### src/rtl/ndlc_pkg.sv
`default_nettype none
// ----------------------------------------------------------------------------
// Nested delay-loop counter solver: shared package
// Types, tier codes and constants used by the front, queue and back sections.
// ----------------------------------------------------------------------------
package ndlc_pkg;

   localparam int DIV_STEPS = 9;
   localparam int FR_STAGES = DIV_STEPS + 1;
   localparam int BK_STAGES = 2 * DIV_STEPS + 2;
   localparam int Q_DEPTH   = 4;

   localparam logic [31:0] ONE_LOOP_LIMIT  = 32'd771;
   localparam logic [31:0] TWO_LOOP_LIMIT  = 32'd197125;
   localparam logic [18:0] TWO_LOOP_BIAS   = 19'd763;
   localparam logic [18:0] THREE_LOOP_BIAS = 19'd758;
   localparam logic [18:0] MIDDLE_STEP     = 19'd770;
   localparam logic [18:0] INNER_STEP      = 19'd3;
   localparam logic [8:0]  UNUSED_COUNT    = 9'h1FF;

   localparam logic [9:0]  MIN_RESET = 10'd3;
   localparam logic [25:0] MAX_RESET = 26'd50463000;

   localparam logic [1:0] REG_MIN_CYCLES = 2'd0;
   localparam logic [1:0] REG_MAX_CYCLES = 2'd1;

   typedef enum logic [2:0] {
      TIER_NONE,
      TIER_ONE,
      TIER_TWO,
      TIER_THREE,
      TIER_OVF
   } tier_type;

   typedef struct packed {
      logic [31:0] m;
      tier_type    tier;
      logic [26:0] rem;
      logic [8:0]  q;
   } fr_type;

   typedef struct packed {
      logic [31:0] m;
      tier_type    tier;
      logic [8:0]  c;
      logic [26:0] num;
      logic [18:0] denb;
      logic [9:0]  dena;
   } mid_type;

   typedef struct packed {
      logic [31:0] m;
      tier_type    tier;
      logic [8:0]  c;
      logic [26:0] rem;
      logic [18:0] denb;
      logic [9:0]  dena;
      logic [8:0]  qb;
      logic [8:0]  qa;
      logic [18:0] t;
   } bk_type;

   typedef struct packed {
      logic [8:0]  inner;
      logic [8:0]  middle;
      logic [8:0]  outer;
      logic [31:0] achieved;
      logic        ovf;
   } rsp_type;

endpackage
`default_nettype wire

### src/rtl/ndlc_back.sv
`default_nettype none
// ----------------------------------------------------------------------------
// Back section
// Pipelined divisions for the middle and inner counts, the achieved cycle
// count and the result register.
// ----------------------------------------------------------------------------
module ndlc_back (
   input  wire logic              clock,
   input  wire logic              reset,
   input  wire logic              in_valid,
   input  wire ndlc_pkg::mid_type in_item,
   output logic                   in_pop,
   output logic                   empty,
   output ndlc_pkg::rsp_type      rsp,
   input  wire logic              pop
);

   logic [ndlc_pkg::BK_STAGES-1:0] valid_ff, valid_in;
   ndlc_pkg::bk_type               st_ff [ndlc_pkg::BK_STAGES];
   ndlc_pkg::bk_type               st_in [ndlc_pkg::BK_STAGES];
   logic                           out_valid_ff;
   ndlc_pkg::rsp_type              out_ff, out_in;
   logic                           adv;

   assign adv    = !out_valid_ff || pop;
   assign in_pop = adv && in_valid;

   always_comb begin
      logic [27:0] sden;
      logic [18:0] av;
      ndlc_pkg::bk_type p;
      int k;
      valid_in[0]    = in_valid;
      st_in[0].m     = in_item.m;
      st_in[0].tier  = in_item.tier;
      st_in[0].c     = in_item.c;
      st_in[0].rem   = in_item.num;
      st_in[0].denb  = in_item.denb;
      st_in[0].dena  = in_item.dena;
      st_in[0].qb    = '0;
      st_in[0].qa    = '0;
      st_in[0].t     = '0;
      for (int i = 1; i <= ndlc_pkg::DIV_STEPS; i++) begin
         p    = st_ff[i-1];
         k    = ndlc_pkg::DIV_STEPS - i;
         sden = {9'd0, p.denb} << k;
         if ({1'b0, p.rem} >= sden) begin
            p.rem   = 27'({1'b0, p.rem} - sden);
            p.qb[k] = 1'b1;
         end
         st_in[i]    = p;
         valid_in[i] = valid_ff[i-1];
      end
      for (int i = ndlc_pkg::DIV_STEPS + 1; i <= 2 * ndlc_pkg::DIV_STEPS; i++) begin
         p = st_ff[i-1];
         if (i == ndlc_pkg::DIV_STEPS + 1 && p.tier == ndlc_pkg::TIER_ONE) begin
            p.rem = p.m[26:0];
         end
         k    = 2 * ndlc_pkg::DIV_STEPS - i;
         sden = {18'd0, p.dena} << k;
         if ({1'b0, p.rem} >= sden) begin
            p.rem   = 27'({1'b0, p.rem} - sden);
            p.qa[k] = 1'b1;
         end
         st_in[i]    = p;
         valid_in[i] = valid_ff[i-1];
      end
      p = st_ff[ndlc_pkg::BK_STAGES-2];
      av = 19'({10'd0, p.qa} * ndlc_pkg::INNER_STEP);
      p.t = 19'(av + 19'({10'd0, p.qb} * ndlc_pkg::MIDDLE_STEP)
             - ((p.tier == ndlc_pkg::TIER_THREE) ? ndlc_pkg::THREE_LOOP_BIAS
                                                  : ndlc_pkg::TWO_LOOP_BIAS));
      st_in[ndlc_pkg::BK_STAGES-1]    = p;
      valid_in[ndlc_pkg::BK_STAGES-1] = valid_ff[ndlc_pkg::BK_STAGES-2];
   end

   always_comb begin
      ndlc_pkg::bk_type p;
      logic [8:0] a1;
      p = st_ff[ndlc_pkg::BK_STAGES-1];
      a1 = (p.qa == '0) ? 9'd0 : 9'(p.qa - 9'd1);
      out_in.inner    = ndlc_pkg::UNUSED_COUNT;
      out_in.middle   = ndlc_pkg::UNUSED_COUNT;
      out_in.outer    = ndlc_pkg::UNUSED_COUNT;
      out_in.achieved = p.m;
      out_in.ovf      = 1'b0;
      case (p.tier)
         ndlc_pkg::TIER_ONE: begin
            out_in.inner    = {1'b0, a1[7:0]};
            out_in.achieved = 32'({23'd0, (p.qa == '0) ? 9'd1 : p.qa} * 32'd3);
         end
         ndlc_pkg::TIER_TWO: begin
            out_in.inner    = {1'b0, p.qa[7:0]};
            out_in.middle   = {1'b0, p.qb[7:0]};
            out_in.achieved = {13'd0, p.t};
         end
         ndlc_pkg::TIER_THREE: begin
            out_in.inner    = {1'b0, p.qa[7:0]};
            out_in.middle   = {1'b0, p.qb[7:0]};
            out_in.outer    = {1'b0, p.c[7:0]};
            out_in.achieved = 32'({13'd0, p.t} * {23'd0, p.c}) + 32'd3;
         end
         ndlc_pkg::TIER_OVF: begin
            out_in.ovf = 1'b1;
         end
         default: begin
            out_in.ovf = 1'b0;
         end
      endcase
   end

   always_ff @(posedge clock) begin
      if (reset) begin
         valid_ff     <= '0;
         out_valid_ff <= 1'b0;
      end else if (adv) begin
         valid_ff     <= valid_in;
         out_valid_ff <= valid_ff[ndlc_pkg::BK_STAGES-1];
      end
   end

   always_ff @(posedge clock) begin
      if (adv) begin
         st_ff  <= st_in;
         out_ff <= out_in;
      end
   end

   assign empty = !out_valid_ff;
   assign rsp   = out_ff;

endmodule
`default_nettype wire

### config.mk
export PLATFORM = sky130hd
export DESIGN_NAME = ndlc_back
export DESIGN_NICKNAME = d
export VERILOG_FILES = /design/src/rtl/ndlc_pkg.sv /design/src/rtl/ndlc_back.sv
export SDC_FILE = /design/constraint.sdc
export NUM_CORES = 2
export LEC_CHECK = 0
export BUFFER_PORTS_ARGS = -buffer_cell sky130_fd_sc_hd__buf_2
export CORE_ASPECT_RATIO = 1.25
export CORE_MARGIN = 2
export CORE_UTILIZATION = 30
export DETAILED_ROUTE_END_ITERATION = 10
export PLACE_DENSITY = 0.48
export SYNTH_ARGS = -nofsm -noshare
export SYNTH_HDL_FRONTEND = slang
export SYNTH_SLANG_ARGS = --single-unit
### constraint.sdc
create_clock -name clock -period 55.8 [get_ports clock]
set_input_delay 2.79 -clock clock [delete_from_list [all_inputs] [get_ports clock]]
set_output_delay 2.79 -clock clock [all_outputs]
set_load 0.02 [all_outputs]
**Word level (Yosys, flattened, before mapping)**

Index checks and enable logic that the tools add are counted.
Widths: inputs -> output; s select.

- Flip-flop bits (word level): 2,005
- Bits in latches: 0
- Memory bits (writable): 0
- Bits in read-only memories: 0
- Input port bits: 104
- Output and inout port bits: 62
- Logic and storage cells: 240
- Memories kept: 0

- Add/sub/neg operators: 21
- Multipliers: 4
- Divide/modulo/power cells: 0
- $lt $le $gt $ge: 18
- Equality and inequality tests: 6
- Shifts and indexed selects: 0
- Multiplexer cells: 26
- Bitwise operators: 0
- Reductions and logical operators: 5

Operator list:

| cell | count |
|---|---|
| $mux 27 | 18 |
| $pmux 32 s3 | 1 |
| $add 28x2->29 const B | 1 |
| $mul 19x9->28 | 1 |
| $ge 27x10->1 | 1 |
| $ge 27x11->1 | 1 |
| $ge 27x12->1 | 1 |
| $ge 27x13->1 | 1 |
| $ge 27x14->1 | 1 |
| $ge 27x15->1 | 1 |
| $ge 27x16->1 | 1 |
| $ge 27x17->1 | 1 |
| $ge 27x18->1 | 1 |
| $ge 27x19->1 | 1 |
| $ge 27x20->1 | 1 |
| $ge 27x21->1 | 1 |
| $ge 27x22->1 | 1 |
| $ge 27x23->1 | 1 |
| $ge 27x24->1 | 1 |
| $ge 27x25->1 | 1 |
| $ge 27x26->1 | 1 |
| $ge 27x27->1 | 1 |
| $mux 9 | 3 |
| $sub 27x11->27 | 1 |
| 33 further kinds | 37 |

**Depth between registers and ports, before layout**

- Word-level depth: 4
- Mapped depth: 21
- Mapped depth without buffers: 19

**Least setup slack after synthesis**

Ideal clock, no wire load.

- Kind: input-to-reg
- From: input port pop
- To: register out_ff (netlist bit rsp[0]), enable pin
- Setup time: 3,137 ps
- Arrival time: 56,554 ps
- Required time: 52,663 ps
- Path slack: -3,891 ps
- Stages on the path: 3
- Path buffers: 1
- Cells stage by stage: nor2_1 -> inv_1 -> clkbuf_1

- Word-level cells in the longest chain between the ends: 1

Ends and longest elaborated chain:

| element | RTL line | source |
|---|---|---|
| from (decl) | ndlc_back.sv:15 | `input wire logic pop` |
| $logic_or 1x1->1 | ndlc_back.sv:25 | `assign adv = !out_valid_ff \|\| pop;` |
| to (signal assigned) | ndlc_back.sv:125 | `out_ff <= out_in;` |
| to (decl) | ndlc_back.sv:22 | `ndlc_pkg::rsp_type out_ff, out_in;` |

Every way passes these cells.
A chain may end at the register's enable or synchronous reset.

**Final worst setup path**

- From: input port pop
- To: register st_ff[2572] (netlist name), enable pin

- Word-level cells in the longest chain between the ends: 1

Ends and longest elaborated chain:

| element | RTL line | source |
|---|---|---|
| $logic_or 1x1->1 | ndlc_back.sv:25 |  |
| to (signal assigned) | ndlc_back.sv:124 | `st_ff <= st_in;` |
| to (decl) | ndlc_back.sv:19 | `ndlc_pkg::bk_type st_ff [ndlc_pkg::BK_STAGES];` |

Every way passes these cells.

==> results.md <==
- Number of remaining DRC errors: 0
- Number of antenna violations at the first check in global routing: 5
- Number of max-slew violations in the final report: 0
- Syn-to-layout area delta: 14.5%
- Placement row count: 221
- Clock buffer count from CTS: 216
- Count of mapped cells out of synthesis: between 6000 and 7000
- Post-synthesis cell type with the largest combined area: edfxtp_1
- Synthesized area divided by synthesized cell count: 14.6 um2
- Vias in the first global route: 48400
- Share of synthesized flip-flops with an asynchronous set or reset: 0
- Maximum fanout along the worst path: 200
- Number of distinct library cells after synthesis: 84
- Min-delay worst type: reg -> reg
- Initial drt markers: 2480
- Core footprint: ~290000 um2
- Proportion of layout cells with a drive suffix above 1: 0.102
- Worst rel slew slack: 0.153
- Clk buf depth: 4
- Leak Pwr: 0.0388 uW
- Setup repair after global routing missed its margin: false
- Transition time at the pin with the least slew margin: 1260 ps
- Number of enable-type register cells in the synthesized netlist: just under 2000
- Cell area after synthesis: 87700 um2
- Boundary Pins: approximately 170
- DRT antenna net count: 0
- Die Width: 488 um
- Root Buffer: clkbuf_16
- Overall fraction of global-route tracks in use: 0.110
- Seq cells post-synth: 2005
- Vias after detailed routing: 46100
- Fraction of synthesized cell area taken by the top area cell type: 0.679
- Chip Height: 609 um
- Final WS setup: around 49000 ps
- Status: finished clean
- Setup Slack @ Placement: about 48000 ps
- Starting Density: 0.302
- Largest net degree at the start of global routing: 201
- Htree depth: 4
- Fraction of the yosys area taken by sequential cells: 0.684
- Die outline area: 297000 um2
- WL per Instance: ~16 um
- Average vias per placed instance: 4.48
- Path type of the worst setup path: in -> reg
- CP startpoint kind: primary input
- First-pass iteration count of the detailed router: 5
- Power density relative to cell area: ~60 nW/um2
- Global route total overflow: 0
- First-pass GRT wire length: 262000 um
- Most common cell after layout, fill and taps aside: edfxtp_1
- Half-perimeter wire length of the detailed placement result: between 100000 and 150000 um
- Quantity of hold-fixing buffers added after cts: 0
- Endpoints failing hold: 0
- Synth Net Count: 6666
- DRT Wirelength: 165000 um
- Placer congestion estimate: around 0.87
- Final period util: 0.124
- Overall power of the completed layout: 6140 uW
- Dominant cells by area after synthesis: edfxtp_1 68%, ha_1 5.6%, fa_1 3.4%
- Post-route setup TNS: 0 ps
- Arrival time worst endpoint: 7320 ps
- Final worst path period need: approximately 6900 ps
- Max cap viols: 0
- Commonest non-fill, non-tap cells in the layout: 1984 x edfxtp_1, 572 x inv_1, 393 x ha_1
- Worst vdd ir: 0.0938 mV
- CTS tree: built
- Resized Gates After CTS: 0
- Clock network latency to the later pin of the worst-skew pair: 890 ps
- Buffers added on ports: about 170
- Ys flop type: edfxtp_1
- Nets@finish: slightly below 7000
- Total clock sinks: 2005
- Number of setup buffers added after CTS: 0
- # setup viols final: 0
- Final worst clock skew: 87.0 ps
- Crit. End Element: flop
- Number of warnings printed during yosys synthesis: 0
- Highest achievable clock rate: 145 MHz
- Data required, critical path: around 56000 ps
- CTS clock-pin slew for the worst setup and hold paths: 60 ps
-- critical path: stages --
cell and delay [ps]:
buf_2 70, nor2_1 30, buf_4 210, inv_8 540
buf_4 840, buf_12 660, buf_12 810, buf_4 970
-- path summary, 6_finish.rpt --
path	startpoint	end	slack [ps]	depth (start not counted)
max	pop	st_ff[2572]	48900	8
max reg2reg	st_ff[93]	rsp[29]	49940	17
min	st_ff[379]	st_ff[242]	360	0
min reg2reg	st_ff[379]	st_ff[242]	360	0
-- layer usage --
metal	vias to the layer above	routed length [um]	global-route usage
li1	22600	-	-
met1	22200	63100	0.117
met4	0	8700	0.0554
met3	437	6750	0.0207
met5	-	0	0
met2	857	86800	0.206
-- where the power goes --
| group | switching (uW) | internal (uW) | total, uW |
|---|---|---|---|
| registers | 169 | 2020 | 2190 |
| logic | 1460 | 1050 | 2510 |
| clock network | 578 | 868 | 1450 |
-- sequential cells by signal (all words and copies together), names as in the netlist --
signal / cells
st_ff: 1924
rsp: 60
valid_ff: 20
out_valid_ff: 1
-- cell families after synthesis --
logic type / share of synthesized area
AOI/OAI and AO/OA: 0.0678
xor gates and xnor gates: 0.0364
adders and majority gates: 0.0903
buffers and inverters: 0.0304
DFF: 0.684
muxes: 0.0158
and+or+nand+nor: 0.0753
-- stage by stage --
stage	hold WS (ps)	cells	cell area (um2)	utilization
final	355	10300	100000	0.346
after CTS	350	10300	100000	0.346
after global placement	400	9885	93200	0.321
after detailed placement	405	9885	93200	0.321
after global routing	349	10300	100000	0.346
after floorplan	400	6019	87700	-
-- cell usage after synthesis, types with 12 or more instances --
| library cell | n |
|---|---|
| edfxtp_1 | 1984 |
| inv_1 | 573 |
| ha_1 | 393 |
| a21oi_1 | 359 |
| nand2_1 | 335 |
| nor2_1 | 333 |
| xnor2_1 | 222 |
| o21ai_0 | 193 |
| fa_1 | 150 |
| xor2_1 | 143 |
| and2_1 | 107 |
| clkbuf_1 | 107 |
| a21o_1 | 104 |
| mux2_2 | 94 |
| nor3_1 | 73 |
| nand3_1 | 72 |
| nor2b_1 | 72 |
| nand2b_1 | 71 |
| nor4_1 | 65 |
| o21a_1 | 43 |
| nand4_1 | 42 |
| or3_1 | 40 |
| a31oi_1 | 33 |
| o21bai_1 | 29 |
| mux2i_1 | 28 |
| dfxtp_1 | 21 |
| o211ai_1 | 21 |
| a21boi_0 | 20 |
| and3_1 | 19 |
| a211oi_1 | 17 |
| o31ai_1 | 17 |
| nand3b_1 | 14 |
| nand4b_1 | 14 |
| o31a_1 | 13 |
| nor3b_1 | 12 |
| or2_2 | 12 |
-- cell type report --
type | count | area (um2)
Multi-Input combinational cell | 3312 | 25100
Timing Repair Buffer | 201 | 1160
Clock inverter | 140 | 1600
Sequential cell | 2005 | 60000
Tap cell | 3791 | 4740
Fill cell | 27800 | 190000
Clock buffer | 253 | 5630
Inverter | 576 | 2170
Antenna cell | 2 | 5.00
(Power assumes the default switching activity.)
