--- src/rtl/ndlc_pkg.sv ---
`default_nettype none
// ----------------------------------------------------------------------------
// Nested delay-loop counter solver: shared package
// Types, tier codes and constants used by the front, queue and back sections.
// ----------------------------------------------------------------------------
package ndlc_pkg;

   localparam int DIV_STEPS = 9;
   localparam int FR_STAGES = DIV_STEPS + 1;
   localparam int BK_STAGES = 2 * DIV_STEPS + 2;
   localparam int Q_DEPTH   = 4;

   localparam logic [31:0] ONE_LOOP_LIMIT  = 32'd771;
   localparam logic [31:0] TWO_LOOP_LIMIT  = 32'd197125;
   localparam logic [18:0] TWO_LOOP_BIAS   = 19'd763;
   localparam logic [18:0] THREE_LOOP_BIAS = 19'd758;
   localparam logic [18:0] MIDDLE_STEP     = 19'd770;
   localparam logic [18:0] INNER_STEP      = 19'd3;
   localparam logic [8:0]  UNUSED_COUNT    = 9'h1FF;

   localparam logic [9:0]  MIN_RESET = 10'd3;
   localparam logic [25:0] MAX_RESET = 26'd50463000;

   localparam logic [1:0] REG_MIN_CYCLES = 2'd0;
   localparam logic [1:0] REG_MAX_CYCLES = 2'd1;

   typedef enum logic [2:0] {
      TIER_NONE,
      TIER_ONE,
      TIER_TWO,
      TIER_THREE,
      TIER_OVF
   } tier_type;

   typedef struct packed {
      logic [31:0] m;
      tier_type    tier;
      logic [26:0] rem;
      logic [8:0]  q;
   } fr_type;

   typedef struct packed {
      logic [31:0] m;
      tier_type    tier;
      logic [8:0]  c;
      logic [26:0] num;
      logic [18:0] denb;
      logic [9:0]  dena;
   } mid_type;

   typedef struct packed {
      logic [31:0] m;
      tier_type    tier;
      logic [8:0]  c;
      logic [26:0] rem;
      logic [18:0] denb;
      logic [9:0]  dena;
      logic [8:0]  qb;
      logic [8:0]  qa;
      logic [18:0] t;
   } bk_type;

   typedef struct packed {
      logic [8:0]  inner;
      logic [8:0]  middle;
      logic [8:0]  outer;
      logic [31:0] achieved;
      logic        ovf;
   } rsp_type;

endpackage
`default_nettype wire

--- src/rtl/ndlc_queue.sv ---
`default_nettype none
// ----------------------------------------------------------------------------
// Decoupling queue
// A short first-in first-out queue between the front and back sections.
// ----------------------------------------------------------------------------
module ndlc_queue (
   input  wire logic              clock,
   input  wire logic              reset,
   input  wire logic              in_valid,
   input  wire ndlc_pkg::mid_type in_item,
   output logic                   in_ready,
   output logic                   out_valid,
   output ndlc_pkg::mid_type      out_item,
   input  wire logic              out_pop
);

   ndlc_pkg::mid_type mem_ff [ndlc_pkg::Q_DEPTH];
   logic [$clog2(ndlc_pkg::Q_DEPTH)-1:0] wr_ff, wr_in, rd_ff, rd_in;
   logic [$clog2(ndlc_pkg::Q_DEPTH):0]   cnt_ff, cnt_in;
   logic wr_en, rd_en;

   assign in_ready  = cnt_ff != ($clog2(ndlc_pkg::Q_DEPTH)+1)'(ndlc_pkg::Q_DEPTH);
   assign out_valid = cnt_ff != '0;
   assign out_item  = mem_ff[rd_ff];
   assign wr_en     = in_valid && in_ready;
   assign rd_en     = out_pop && out_valid;

   always_comb begin
      wr_in  = wr_en ? wr_ff + 1'b1 : wr_ff;
      rd_in  = rd_en ? rd_ff + 1'b1 : rd_ff;
      cnt_in = cnt_ff;
      if (wr_en && !rd_en) begin
         cnt_in = cnt_ff + 1'b1;
      end else if (rd_en && !wr_en) begin
         cnt_in = cnt_ff - 1'b1;
      end
   end

   always_ff @(posedge clock) begin
      if (reset) begin
         wr_ff  <= '0;
         rd_ff  <= '0;
         cnt_ff <= '0;
      end else begin
         wr_ff  <= wr_in;
         rd_ff  <= rd_in;
         cnt_ff <= cnt_in;
      end
   end

   always_ff @(posedge clock) begin
      if (wr_en) begin
         mem_ff[wr_ff] <= in_item;
      end
   end

endmodule
`default_nettype wire

--- config.mk ---
export PLATFORM = sky130hd
export DESIGN_NAME = ndlc_queue
export DESIGN_NICKNAME = d
export VERILOG_FILES = /design/src/rtl/ndlc_pkg.sv /design/src/rtl/ndlc_queue.sv
export SDC_FILE = /design/constraint.sdc
export NUM_CORES = 1
export LEC_CHECK = 0
export BUFFER_PORTS_ARGS = -buffer_cell sky130_fd_sc_hd__buf_2
export CORE_MARGIN = 1.5
export CORE_UTILIZATION = 30
export CTS_BUF_LIST = sky130_fd_sc_hd__clkbuf_4 sky130_fd_sc_hd__clkbuf_8
export DETAILED_ROUTE_END_ITERATION = 12
export PLACE_DENSITY = 0.49
export REMOVE_ABC_BUFFERS = 1
export SLEW_MARGIN = 20
export SYNTH_ARGS = -nofsm -noshare
export SYNTH_HDL_FRONTEND = slang
export SYNTH_SLANG_ARGS = --single-unit
--- constraint.sdc ---
create_clock -name clock -period 4.5 [get_ports clock]
set_clock_uncertainty 0.15 [all_clocks]
set_input_delay 0.9 -clock clock [delete_from_list [all_inputs] [get_ports clock]]
set_output_delay 0.9 -clock clock [all_outputs]
set_load 0.01 [all_outputs]
# ---- After elaboration in Yosys (flattened, before gate mapping)
# Memory sizes are Yosys's and may differ from the RTL's. A register that Yosys moved wholly into a read port is not among the register bits.
# Index checks and enable logic that the tools add are counted.
dict set report classes {
  addsub 4
  n_mul 0
  div_mod_pow 0
  order_cmp 0
  n_eq_ne 1
  shift 0
  mux 6
  bitwise_logic 0
  n_reduce_logical 8
}
# op count
set op_table {}
lappend op_table {{$mux 3} 2}
lappend op_table {{$add 2x1->2 const B} 2}
lappend op_table {{$logic_and 1x1->1} 4}
lappend op_table {{$mux 2} 2}
lappend op_table {{$add 3x1->3 const B} 1}
lappend op_table {{$ne 3x3->1 const B} 1}
lappend op_table {{$reduce_bool 3->1} 1}
lappend op_table {{$sub 3x1->3 const B} 1}
lappend op_table {{$logic_not 1->1} 2}
lappend op_table {{$mux 1} 2}
lappend op_table {{$reduce_bool 2->1} 1}
dict set report word_totals {
  register_bits 7
  latchBits 0
  ramBits 400
  rom_bits 0
  input_bits 104
  out_inout_bits 102
  word_cells 23
  n_memories 1
}
# memory words word_bits rd rd_clocked_by_memory_dff write_ports line_no
set memory_table {}
lappend memory_table {mem_ff 4 100 1 1 1 ndlc_queue.sv:17} ;# ndlc_pkg::mid_type mem_ff [ndlc_pkg::Q_DEPTH];

# ---- Longest topological paths before layout
# Gate-level depths: netlist of the first run.
dict set report depth {
  word_depth 6
  depth_mapped 8
  depth_no_buf 8
}

# ---- Least setup slack after synthesis of the first run
# No wires, ideal clock.
dict set report synth_path {
  path_kind {input -> register}
  startpoint {in in_valid}
  endpoint {mem mem_ff[2][0] (netlist name), enable pin}
  setup_time_ps 470
  t_arrival_ps 3520
  path_slack_ps 359
  cell_stages 2
  path_buffers 0
  cell_sequence {a21boi_2 and2_1}
}
dict set report synth_via {
  elab_chain_cells 3
}
# element line_no
set synth_rtl {}
lappend synth_rtl {{start: declaration} ndlc_queue.sv:9} ;# input wire logic in_valid,
lappend synth_rtl {{$logic_and 1x1->1} ndlc_queue.sv:25} ;# assign wr_en = in_valid && in_ready;
lappend synth_rtl {{$mux 1} ndlc_queue.sv:52} ;# if (wr_en) begin
lappend synth_rtl {{$mux 1 (implied by the code)} ndlc_queue.sv:53} ;# mem_ff[wr_ff] <= in_item;
lappend synth_rtl {{end: declaration} ndlc_queue.sv:17}
# Every way passes these cells.

==> results.yml, run 1 <==
run_status:
  status: "complete, no violations"
floorplan:
  initial_core_util: 0.305
  die_x_um: 227
  pin_count: 206
  die_y_um: 227
  dieArea_um2: 51300
  core.rowCount: 81
  core_um2: 49200
cts:
  cts_tree: "built"
  postCtsHoldBufs: 0
  cts_buffer_depth: 3
  h-tree-depth: 3
  cts_setup_buffers: 0
  cts_made_buffers: 76
  cts_resized: 0
  cts.clk_slew.worst_paths_ns: 0.06
  numClockSinks: 409
  clockRootBuffer: "clkbuf_8"
  insertion_delay_ns: 0.63
synthesis:
  synth_common_cells: "edfxtp_1 (400), mux4_2 (100), buf_12 (10), buf_2 (10), dfxtp_1 (9)"
  synth.top_cell.area_share: 0.801
  yosysMostFrequentCell: "edfxtp_1"
  synth-compound-area-share: 0.00250
  yosys.area_share.simple: 0.00559
  avgSynthCellArea_um2: 26.3
  synthCells: 570
  yosysWarningCount: 0
  synth_area_leaders: "edfxtp_1 (80%), mux4_2 (15%), buf_12 (1.3%), dfxtp_1 (1.2%), ha_1 (0.42%)"
  synth_top_family_by_area: "multiplexers"
  yosysTopAreaCell: "edfxtp_1"
  yosysSeqAreaShare: 0.813
  ys_types: 24
  synth_adder_area_share: 0.00551
  synthFlopType: "edfxtp_1"
  synthMuxAreaShare: 0.152
  synth-edff-count: 400
  synth-seq-cells: 409
  ys_async_sr_fraction: 0
  syn_area_um2: 15000
  synth_xor_area_frac: 0.00234
drt:
  vias: 6820
  ant_nets: 0
  vias_per_cell: 4.35
  wl_per_cell_um: 19.7
  wirelength_um: 30900
  dr.first_iter.drc_count: 361
  first_pass_iters: 4
  drcViolationCount: 0
timing:
  fin_crit_sh: 0.759
  slew_violations: 0
  finalCriticalPeriod_ns: 3.42
  relSlewSlack: 0.514
  rsz0062_at_grt: "false"
  fmax_ghz: 0.293
  tightest_slew_ns: 0.729
  finalHoldViolCount: 0
  setup_viol: 0
  finalSetupTns_ns: 0
  timing.hold.ws_ns: 0.328
global_routing:
  grt_pass1_vias: 7520
  antenna_found_initial: 8
  grt_max_degree: 101
  global_route.overflow_total: 0
  grt_pass1_wl_um: 46100
  track_usage: 0.124
final_layout:
  drive_above_1_share: 0.496
  finalInstanceArea_um2: 18300
  instances_no_fill: 1567
  finalNetCount: 952
  area_growth_pct: 22.0
worst_setup_path:
  critPathMaxFanout: 28
  critPathMaxStageDelay_ns: 0.63
  crit_chain: "buf_4 -> mux4_2 -> buf_2"
  worst_path_max_delay_cell: "dfxtp_4"
  crit_path_start_kind: "register"
  worstSetupPathType: "register to primary output"
  required_ns: 3.45
  cp-end-kind: "primary output"
  cp_data_arrival_time_ns: 2.37
place:
  placed_cells: 1428
  place_area_um2: 16800
  gp_congestion: 0.658
  port_buffers: 205
  dp_hpwl_um: 17300
power_and_ir_drop:
  power-per-cell-area_nw_per_um2: 578
  vdd_drop_max_mv: 0.293
  leakage_nw: 6.08
min_path:
  hold_path.class: "input port to register"
run:
  drv_cap: 0
==> worst max-delay path: cells and delay by family, from the launching register on <==
family	cells	cell delay, ns
buf+inv	2	0.66
flops	1	0.63
mux	1	0.41
==> layout make-up <==
| type | count | area [um^2] |
|---|---|---|
| fill | 4528 | 30900 |
| sequential | 409 | 12200 |
| multi-input combinational | 135 | 2530 |
| clock buffer | 108 | 1310 |
| timing repair buffer | 217 | 1200 |
| tap | 664 | 831 |
| clock inverter | 29 | 199 |
| inverter | 3 | 11.3 |
| antenna | 2 | 5.00 |
==> power breakdown <==
group          internal, mW  switching, mW  leakage, nW
clock                  1.98           1.51        0.778
sequential             4.63          0.147         3.74
combinational          1.10           1.19         1.56
==> kinds of logic after synthesis <==
group / Yosys count
flip-flops: 409
multiplexers: 103
buffers and inverters: 26
AND/OR/NAND/NOR: 17
adder cells (fa/ha/maj): 6
AO/OA/AOI/OAI: 5
XOR/XNOR: 4
==> flip-flops by register name, summed over array words and instances (netlist names), named ones only <==
| signal | flops |
|---|---|
| cnt_ff | 3 |
| mem_ff | 400 |
| wr_ff | 2 |
| rd_ff | 2 |
==> cell usage in the layout, fill, tap and decap left out <==
master,synthesis,layout
clkbuf_4,0,29
ha_1,5,5
clkinv_1,0,15
a21oi_1,1,1
diode_2,0,2
edfxtp_1,400,400
xor2_1,4,4
inv_1,3,3
clkinvlp_4,0,6
o31ai_1,1,1
clkinv_2,0,4
mux2i_1,2,2
mux4_2,100,100
and2_4,0,4
buf_12,10,7
nor2_1,8,8
a21boi_2,1,1
clkinv_4,0,1
clkbuf_8,0,79
o311ai_0,1,1
dfxtp_4,0,2
buf_2,10,205
nand2b_1,2,2
dfxtp_1,9,7
buf_4,0,5
nand2_1,1,1
bufinv_16,0,2
o21ai_0,1,1
mux2_2,1,1
or3_1,2,2
fa_1,1,1
inv_6,0,1
==> layer usage <==
layer / vias up / GRT usage / wire length [um]
met5: - / 0 / 74
met4: 12 / 0.0490 / 815
met3: 80 / 0.0526 / 2250
met2: 187 / 0.194 / 14700
met1: 3522 / 0.151 / 13100
li1: 3019 / - / -
==> final timing paths <==
| path | from | endpoint | slack, ns | depth (start not counted) |
|---|---|---|---|---|
| setup / recovery | register | out_item[34] | 1.08 | 3 |
| hold / removal | in_item[74] | mem_ff[1][74]$_DFFE_PP_ | 0.33 | 1 |
| setup reg to reg | cnt_ff[0]$_SDFFE_PP0P_ | mem_ff[2][82]$_DFFE_PP_ | 1.96 | 4 |
| hold reg to reg | wr_ff[1]$_SDFFE_PP0P_ | wr_ff[1]$_SDFFE_PP0P_ | 0.37 | 2 |
==> stage by stage <==
step	setup WS, ns	total power [mW]	utilization
after floorplan	-1.41	6.36	-
after global placement	1.50	7.23	0.341
after detailed placement	1.47	7.24	0.341
after CTS	0.934	10.8	0.372
after global routing	0.874	11.1	0.372
final	1.08	10.6	0.372
(Power assumes the default switching activity.)
==> run 2, diff against run 1 <==
--- a/config.mk
+++ b/config.mk
@@ -10,7 +10,7 @@
 export CORE_UTILIZATION = 30
 export CTS_BUF_LIST = sky130_fd_sc_hd__clkbuf_4 sky130_fd_sc_hd__clkbuf_8
 export DETAILED_ROUTE_END_ITERATION = 12
-export PLACE_DENSITY = 0.49
+export PLACE_DENSITY = 0.51
 export REMOVE_ABC_BUFFERS = 1
 export SLEW_MARGIN = 20
 export SYNTH_ARGS = -nofsm -noshare
==> constraint.sdc (replaced) <==
create_clock -name clock -period 2.9 [get_ports clock]
set_clock_uncertainty 0.15 [all_clocks]
set_input_delay 0.58 -clock clock [delete_from_list [all_inputs] [get_ports clock]]
set_output_delay 0.58 -clock clock [all_outputs]
set_load 0.01 [all_outputs]
==> results.yml, run 2 (synthesized netlist as in run 1, its figures left out) <==
run_status:
  status: "complete, no violations"
global_routing:
  grt_pass1_vias: 7829
  grt_pass1_wl_um: 46800
  grt_max_degree: 60
  track_usage: 0.126
  antenna_found_initial: 1
  global_route.overflow_total: 0
timing:
  tightest_slew_ns: 0.456
  fin_ws_ns: 0.0747
  finalCriticalPeriod_ns: 2.83
  slew_violations: 0
  finalHoldViolCount: 0
  rsz0062_at_grt: "true"
  setup_viol: 0
  fmax_ghz: 0.354
  relSlewSlack: 0.692
  fin_crit_sh: 0.974
drt:
  wl_per_cell_um: 18.9
  vias: 7187
  drcViolationCount: 0
  vias_per_cell: 4.30
  dr.first_iter.drc_count: 380
  first_pass_iters: 4
  wirelength_um: 31700
  ant_nets: 0
worst_setup_path:
  crit_path_start_kind: "register"
  worst_path_max_delay_cell: "mux4_2"
  crit_buf_inv: 2
  required_ns: 2.17
  r2r_slack_ns: 0.51
  critPathMaxFanout: 44
  critical_path.top_delay_family: "multiplexers"
  cp-end-kind: "primary output"
  worstSetupPathType: "register to primary output"
  cp_data_arrival_time_ns: 2.10
  crit_chain: "buf_16 -> mux4_2 -> buf_6"
  critPathMaxStageDelay_ns: 0.58
place:
  port_buffers: 205
  gp_congestion: 0.684
  pre_cts_ws_ns: 0.414
  dp_hpwl_um: 17800
  placed_cells: 1441
floorplan:
  pin_count: 206
  dieArea_um2: 51300
  initial_core_util: 0.305
  die_y_um: 227
  die_x_um: 227
  core_um2: 49200
  core.rowCount: 81
final_layout:
  largest_reg_flops: 400
  drive_above_1_share: 0.445
  layout.cells.most_common: "edfxtp_1"
  top_register: "mem_ff"
  fin_util: 0.397
  fill_cells: 4426
  area_growth_pct: 30.1
  final_cell_mix: "edfxtp_1 (400), buf_2 (182), mux4_2 (100), dlygate4sd3_1 (100), clkbuf_8 (74)"
  instances_no_fill: 1672
  finalNetCount: 1065
  top_regs: "mem_ff (400), cnt_ff (3)"
cts:
  cts.clk_slew.worst_paths_ns: 0.06
  h-tree-depth: 3
  insertion_delay_ns: 0.61
  cts_tree: "built"
  numClockSinks: 409
  cts_buffer_depth: 3
  clockRootBuffer: "clkbuf_8"
  cts_made_buffers: 71
power_and_ir_drop:
  power-per-cell-area_nw_per_um2: 843
  vdd_drop_max_mv: 0.429
  leakage_nw: 6.60
run:
  drv_cap: 0
min_path:
  hold_path.class: "input port to register"
==> run 2: changes by cell type in the layout (fill, tap and decap cells not counted), sizes merged <==
cell | previous run | this run
diode | 2 | 1
inv | 4 | 3
clkinvlp | 6 | 0
bufinv | 2 | 0
dlygate4sd3 | 0 | 100
clkinv | 20 | 27
clkbuf | 108 | 99
buf | 217 | 234
==> run 2: routing by layer <==
metal,vias to the layer above,GRT usage,routed length [um]
li1,3231,-,-
met1,3697,0.165,14000
met2,210,0.192,14900
met3,49,0.0380,2080
met4,0,0.0546,720
met5,-,0,0
==> run 2: timing repair <==
action	in CTS	in global routing
gates cloned	0	1
gates resized for setup	17	14
hold endpoints to repair	400	0
setup buffers	4	0
hold buffers	100	0
endpoints found under the setup margin	79	45
==> run 2: metrics by stage <==
stage	power (mW)	TNS, ns	instance area, um^2	hold WS (ns)
after floorplan	9.69	-636.74	14700	0.331
after global placement	11.4	0	17000	0.363
after detailed placement	11.4	0	17000	0.363
after CTS	16.7	-0.322	19400	0.0440
after global routing	17.3	-1.13	19500	0.0900
final	16.5	0	19500	0.124
==> run 2: worst reg2reg max path: stages (launching register included) <==
cell      delay [ns]
dfxtp_1         0.44
nor2_1          0.10
a21boi_2        0.34
ha_1            0.25
inv_1           0.06
fa_1            0.39
xor2_1          0.16
or3_1           0.30
a21oi_1         0.14
==> run 2: worst paths after layout <==
kind | end | from | depth (start not counted)
worst min-delay path | cnt_ff[1]$_SDFFE_PP0P_ | reset | 2
worst max register to register | cnt_ff[2]$_SDFFE_PP0P_ | cnt_ff[0]$_SDFFE_PP0P_ | 8
worst min register to register | wr_ff[1]$_SDFFE_PP0P_ | wr_ff[1]$_SDFFE_PP0P_ | 2
worst max-delay path | out_item[47] | register | 3
==> run 2: report_power, final <==
part | leakage [nW] | internal [mW] | switching [mW]
combinational | 2.16 | 2.18 | 2.06
clock | 0.701 | 2.66 | 2.21
sequential | 3.74 | 7.18 | 0.170
==> run 2: cell type report <==
class / instances / area [um^2] / share of cell area
repair buffers: 335 / 2620 / 0.134
flip-flops and latches: 409 / 12200 / 0.625
multi-input cells: 135 / 2530 / 0.130
well taps: 664 / 831 / 0.0426
clock inverters: 27 / 110 / 0.00564
diodes: 1 / 2.50 / 0.000128
inverters: 3 / 11.3 / 0.000577
clock buffers: 98 / 1200 / 0.0614
==> run 3, diff against run 2 <==
--- a/config.mk
+++ b/config.mk
@@ -10,7 +10,7 @@
 export CORE_UTILIZATION = 30
 export CTS_BUF_LIST = sky130_fd_sc_hd__clkbuf_4 sky130_fd_sc_hd__clkbuf_8
 export DETAILED_ROUTE_END_ITERATION = 12
-export PLACE_DENSITY = 0.51
+export PLACE_DENSITY = 0.48
 export REMOVE_ABC_BUFFERS = 1
 export SLEW_MARGIN = 20
 export SYNTH_ARGS = -nofsm -noshare
==> results.yml, run 3 (synthesized netlist as in run 1, its figures left out) <==
drt:
  vias: 7195
  vias_per_cell: 4.31
  wl_per_cell_um: 19.0
  first_pass_iters: 4
  wirelength_um: 31700
  dr.first_iter.drc_count: 298
  drcViolationCount: 0
  ant_nets: 0
place:
  place_area_um2: 16900
  placed_cells: 1434
  dp_hpwl_um: 17500
  gp_congestion: 0.673
  port_buffers: 205
timing:
  relSlewSlack: 0.603
  fmax_ghz: 0.350
  slew_violations: 0
  fin_crit_sh: 0.984
  setup_viol: 0
  timing.hold.ws_ns: 0.0971
  tightest_slew_ns: 0.587
  finalSetupTns_ns: 0
  finalCriticalPeriod_ns: 2.85
  rsz0062_at_grt: "true"
  finalHoldViolCount: 0
final_layout:
  top_regs: "mem_ff (400), cnt_ff (3)"
  area_growth_pct: 30.9
  layout.cells.most_common: "edfxtp_1"
  drive_above_1_share: 0.453
  instances_no_fill: 1668
  largest_reg_flops: 400
  finalNetCount: 1055
  multi_input_area_um2: 2530
  finalInstanceArea_um2: 19600
  ff_latch_area_um2: 12200
  fill_cells: 4418
  final_cell_mix: "edfxtp_1 (400), buf_2 (182), mux4_2 (100), dlygate4sd3_1 (100), clkbuf_8 (82)"
  top_register: "mem_ff"
cts:
  cts_made_buffers: 73
  insertion_delay_ns: 0.63
  cts_tree: "built"
  h-tree-depth: 3
  cts.clk_slew.worst_paths_ns: 0.06
  clockRootBuffer: "clkbuf_8"
  cts_buffer_depth: 3
  numClockSinks: 409
global_routing:
  track_usage: 0.127
  grt_max_degree: 75
  grt_pass1_vias: 7967
  grt-busiest-layer: "met2"
  gr-usage-met2: 0.195
  grt_pass1_wl_um: 47800
  gr-usage-met3: 0.0441
  global_route.overflow_total: 0
  grtUsageMet1: 0.165
  antenna_found_initial: 2
worst_setup_path:
  crit_path_start_kind: "register"
  cp_data_arrival_time_ns: 2.12
  critPathMaxFanout: 40
  cp-end-kind: "primary output"
  r2r_slack_ns: 0.64
  worstSetupPathType: "register to primary output"
  required_ns: 2.17
min_path:
  hold_path.class: "input port to register"
floorplan:
  dieArea_um2: 51300
  pin_count: 206
  initial_core_util: 0.305
  core_um2: 49200
  die_x_um: 227
  core.rowCount: 81
  die_y_um: 227
run:
  drv_cap: 0
run_status:
  status: "complete, no violations"
power_and_ir_drop:
  total_power_mw: 17.0
  p_sw_mw: 4.46
  swShare: 0.262
  vdd_drop_max_mv: 0.419
  power-per-cell-area_nw_per_um2: 867
  clkPwrFrac: 0.331
  leakage_nw: 6.64
  power_frac_seq: 0.433
  pwr-share-comb: 0.236
  p_int_mw: 12.5
==> run 3: cell types whose count changed in the layout (fill, tap and decap cells not counted), sizes merged <==
cell and change:
clkinv -9, clkinvlp +1, bufinv +5, clkbuf +8, buf -11, diode +2
==> run 3: worst paths after layout <==
kind                            cells after the start                endpoint                    from
worst max-delay path                                3             out_item[4]                register
worst min-delay path                                2  cnt_ff[2]$_SDFFE_PP0P_                   reset
worst max register to register                      7  cnt_ff[2]$_SDFFE_PP0P_  cnt_ff[0]$_SDFFE_PP0P_
worst min register to register                      2   wr_ff[1]$_SDFFE_PP0P_   wr_ff[1]$_SDFFE_PP0P_
==> run 3: final cells by class <==
cell class,instances,area share
multi-input combinational,135,0.129
clock buffer,107,0.0671
sequential,409,0.622
clock inverter,24,0.0121
timing repair buffer,323,0.127
tap,664,0.0423
antenna,3,0.000383
inverter,3,0.000574
==> run 3: timing repair <==
item,CTS,global route
endpoints found under the hold margin,400,0
gates resized for setup,0,24
buffers inserted,0,0
hold buffers,100,0
endpoints found under the setup margin,94,100
==> run 3: per-stage QoR <==
step / utilization / setup WS, ns
2_1_floorplan: - / -2.69
3_3_place_gp: 0.344 / 0.625
3_5_place_dp: 0.344 / 0.602
4_1_cts: 0.396 / -0.0646
5_1_grt: 0.399 / -0.107
6_report: 0.399 / 0.0459
==> run 3: worst max-delay path: stages (launching register included) <==
cell	delay (ns)
dfxtp_4	0.38
buf_12	0.31
mux4_2	0.58
buf_2	0.16
==> run 3: power groups by stage <==
stage          clock, mW  sequential, mW  combinational, mW
2_1_floorplan          0            7.75               1.94
3_3_place_gp           0            7.46               3.84
3_5_place_dp           0            7.48               3.83
4_1_cts             5.85            7.36               3.95
5_1_grt             6.10            7.41               4.37
6_report            5.63            7.36               4.02
==> run 3: routing by layer <==
layer  routed length (um)  up-vias  part of all wire
met5                   13        -           0.00041
met4                  749        2             0.024
met3                 1900       63             0.060
met2                15100      198              0.48
met1                13900     3711              0.44
li1                     -     3221                 -
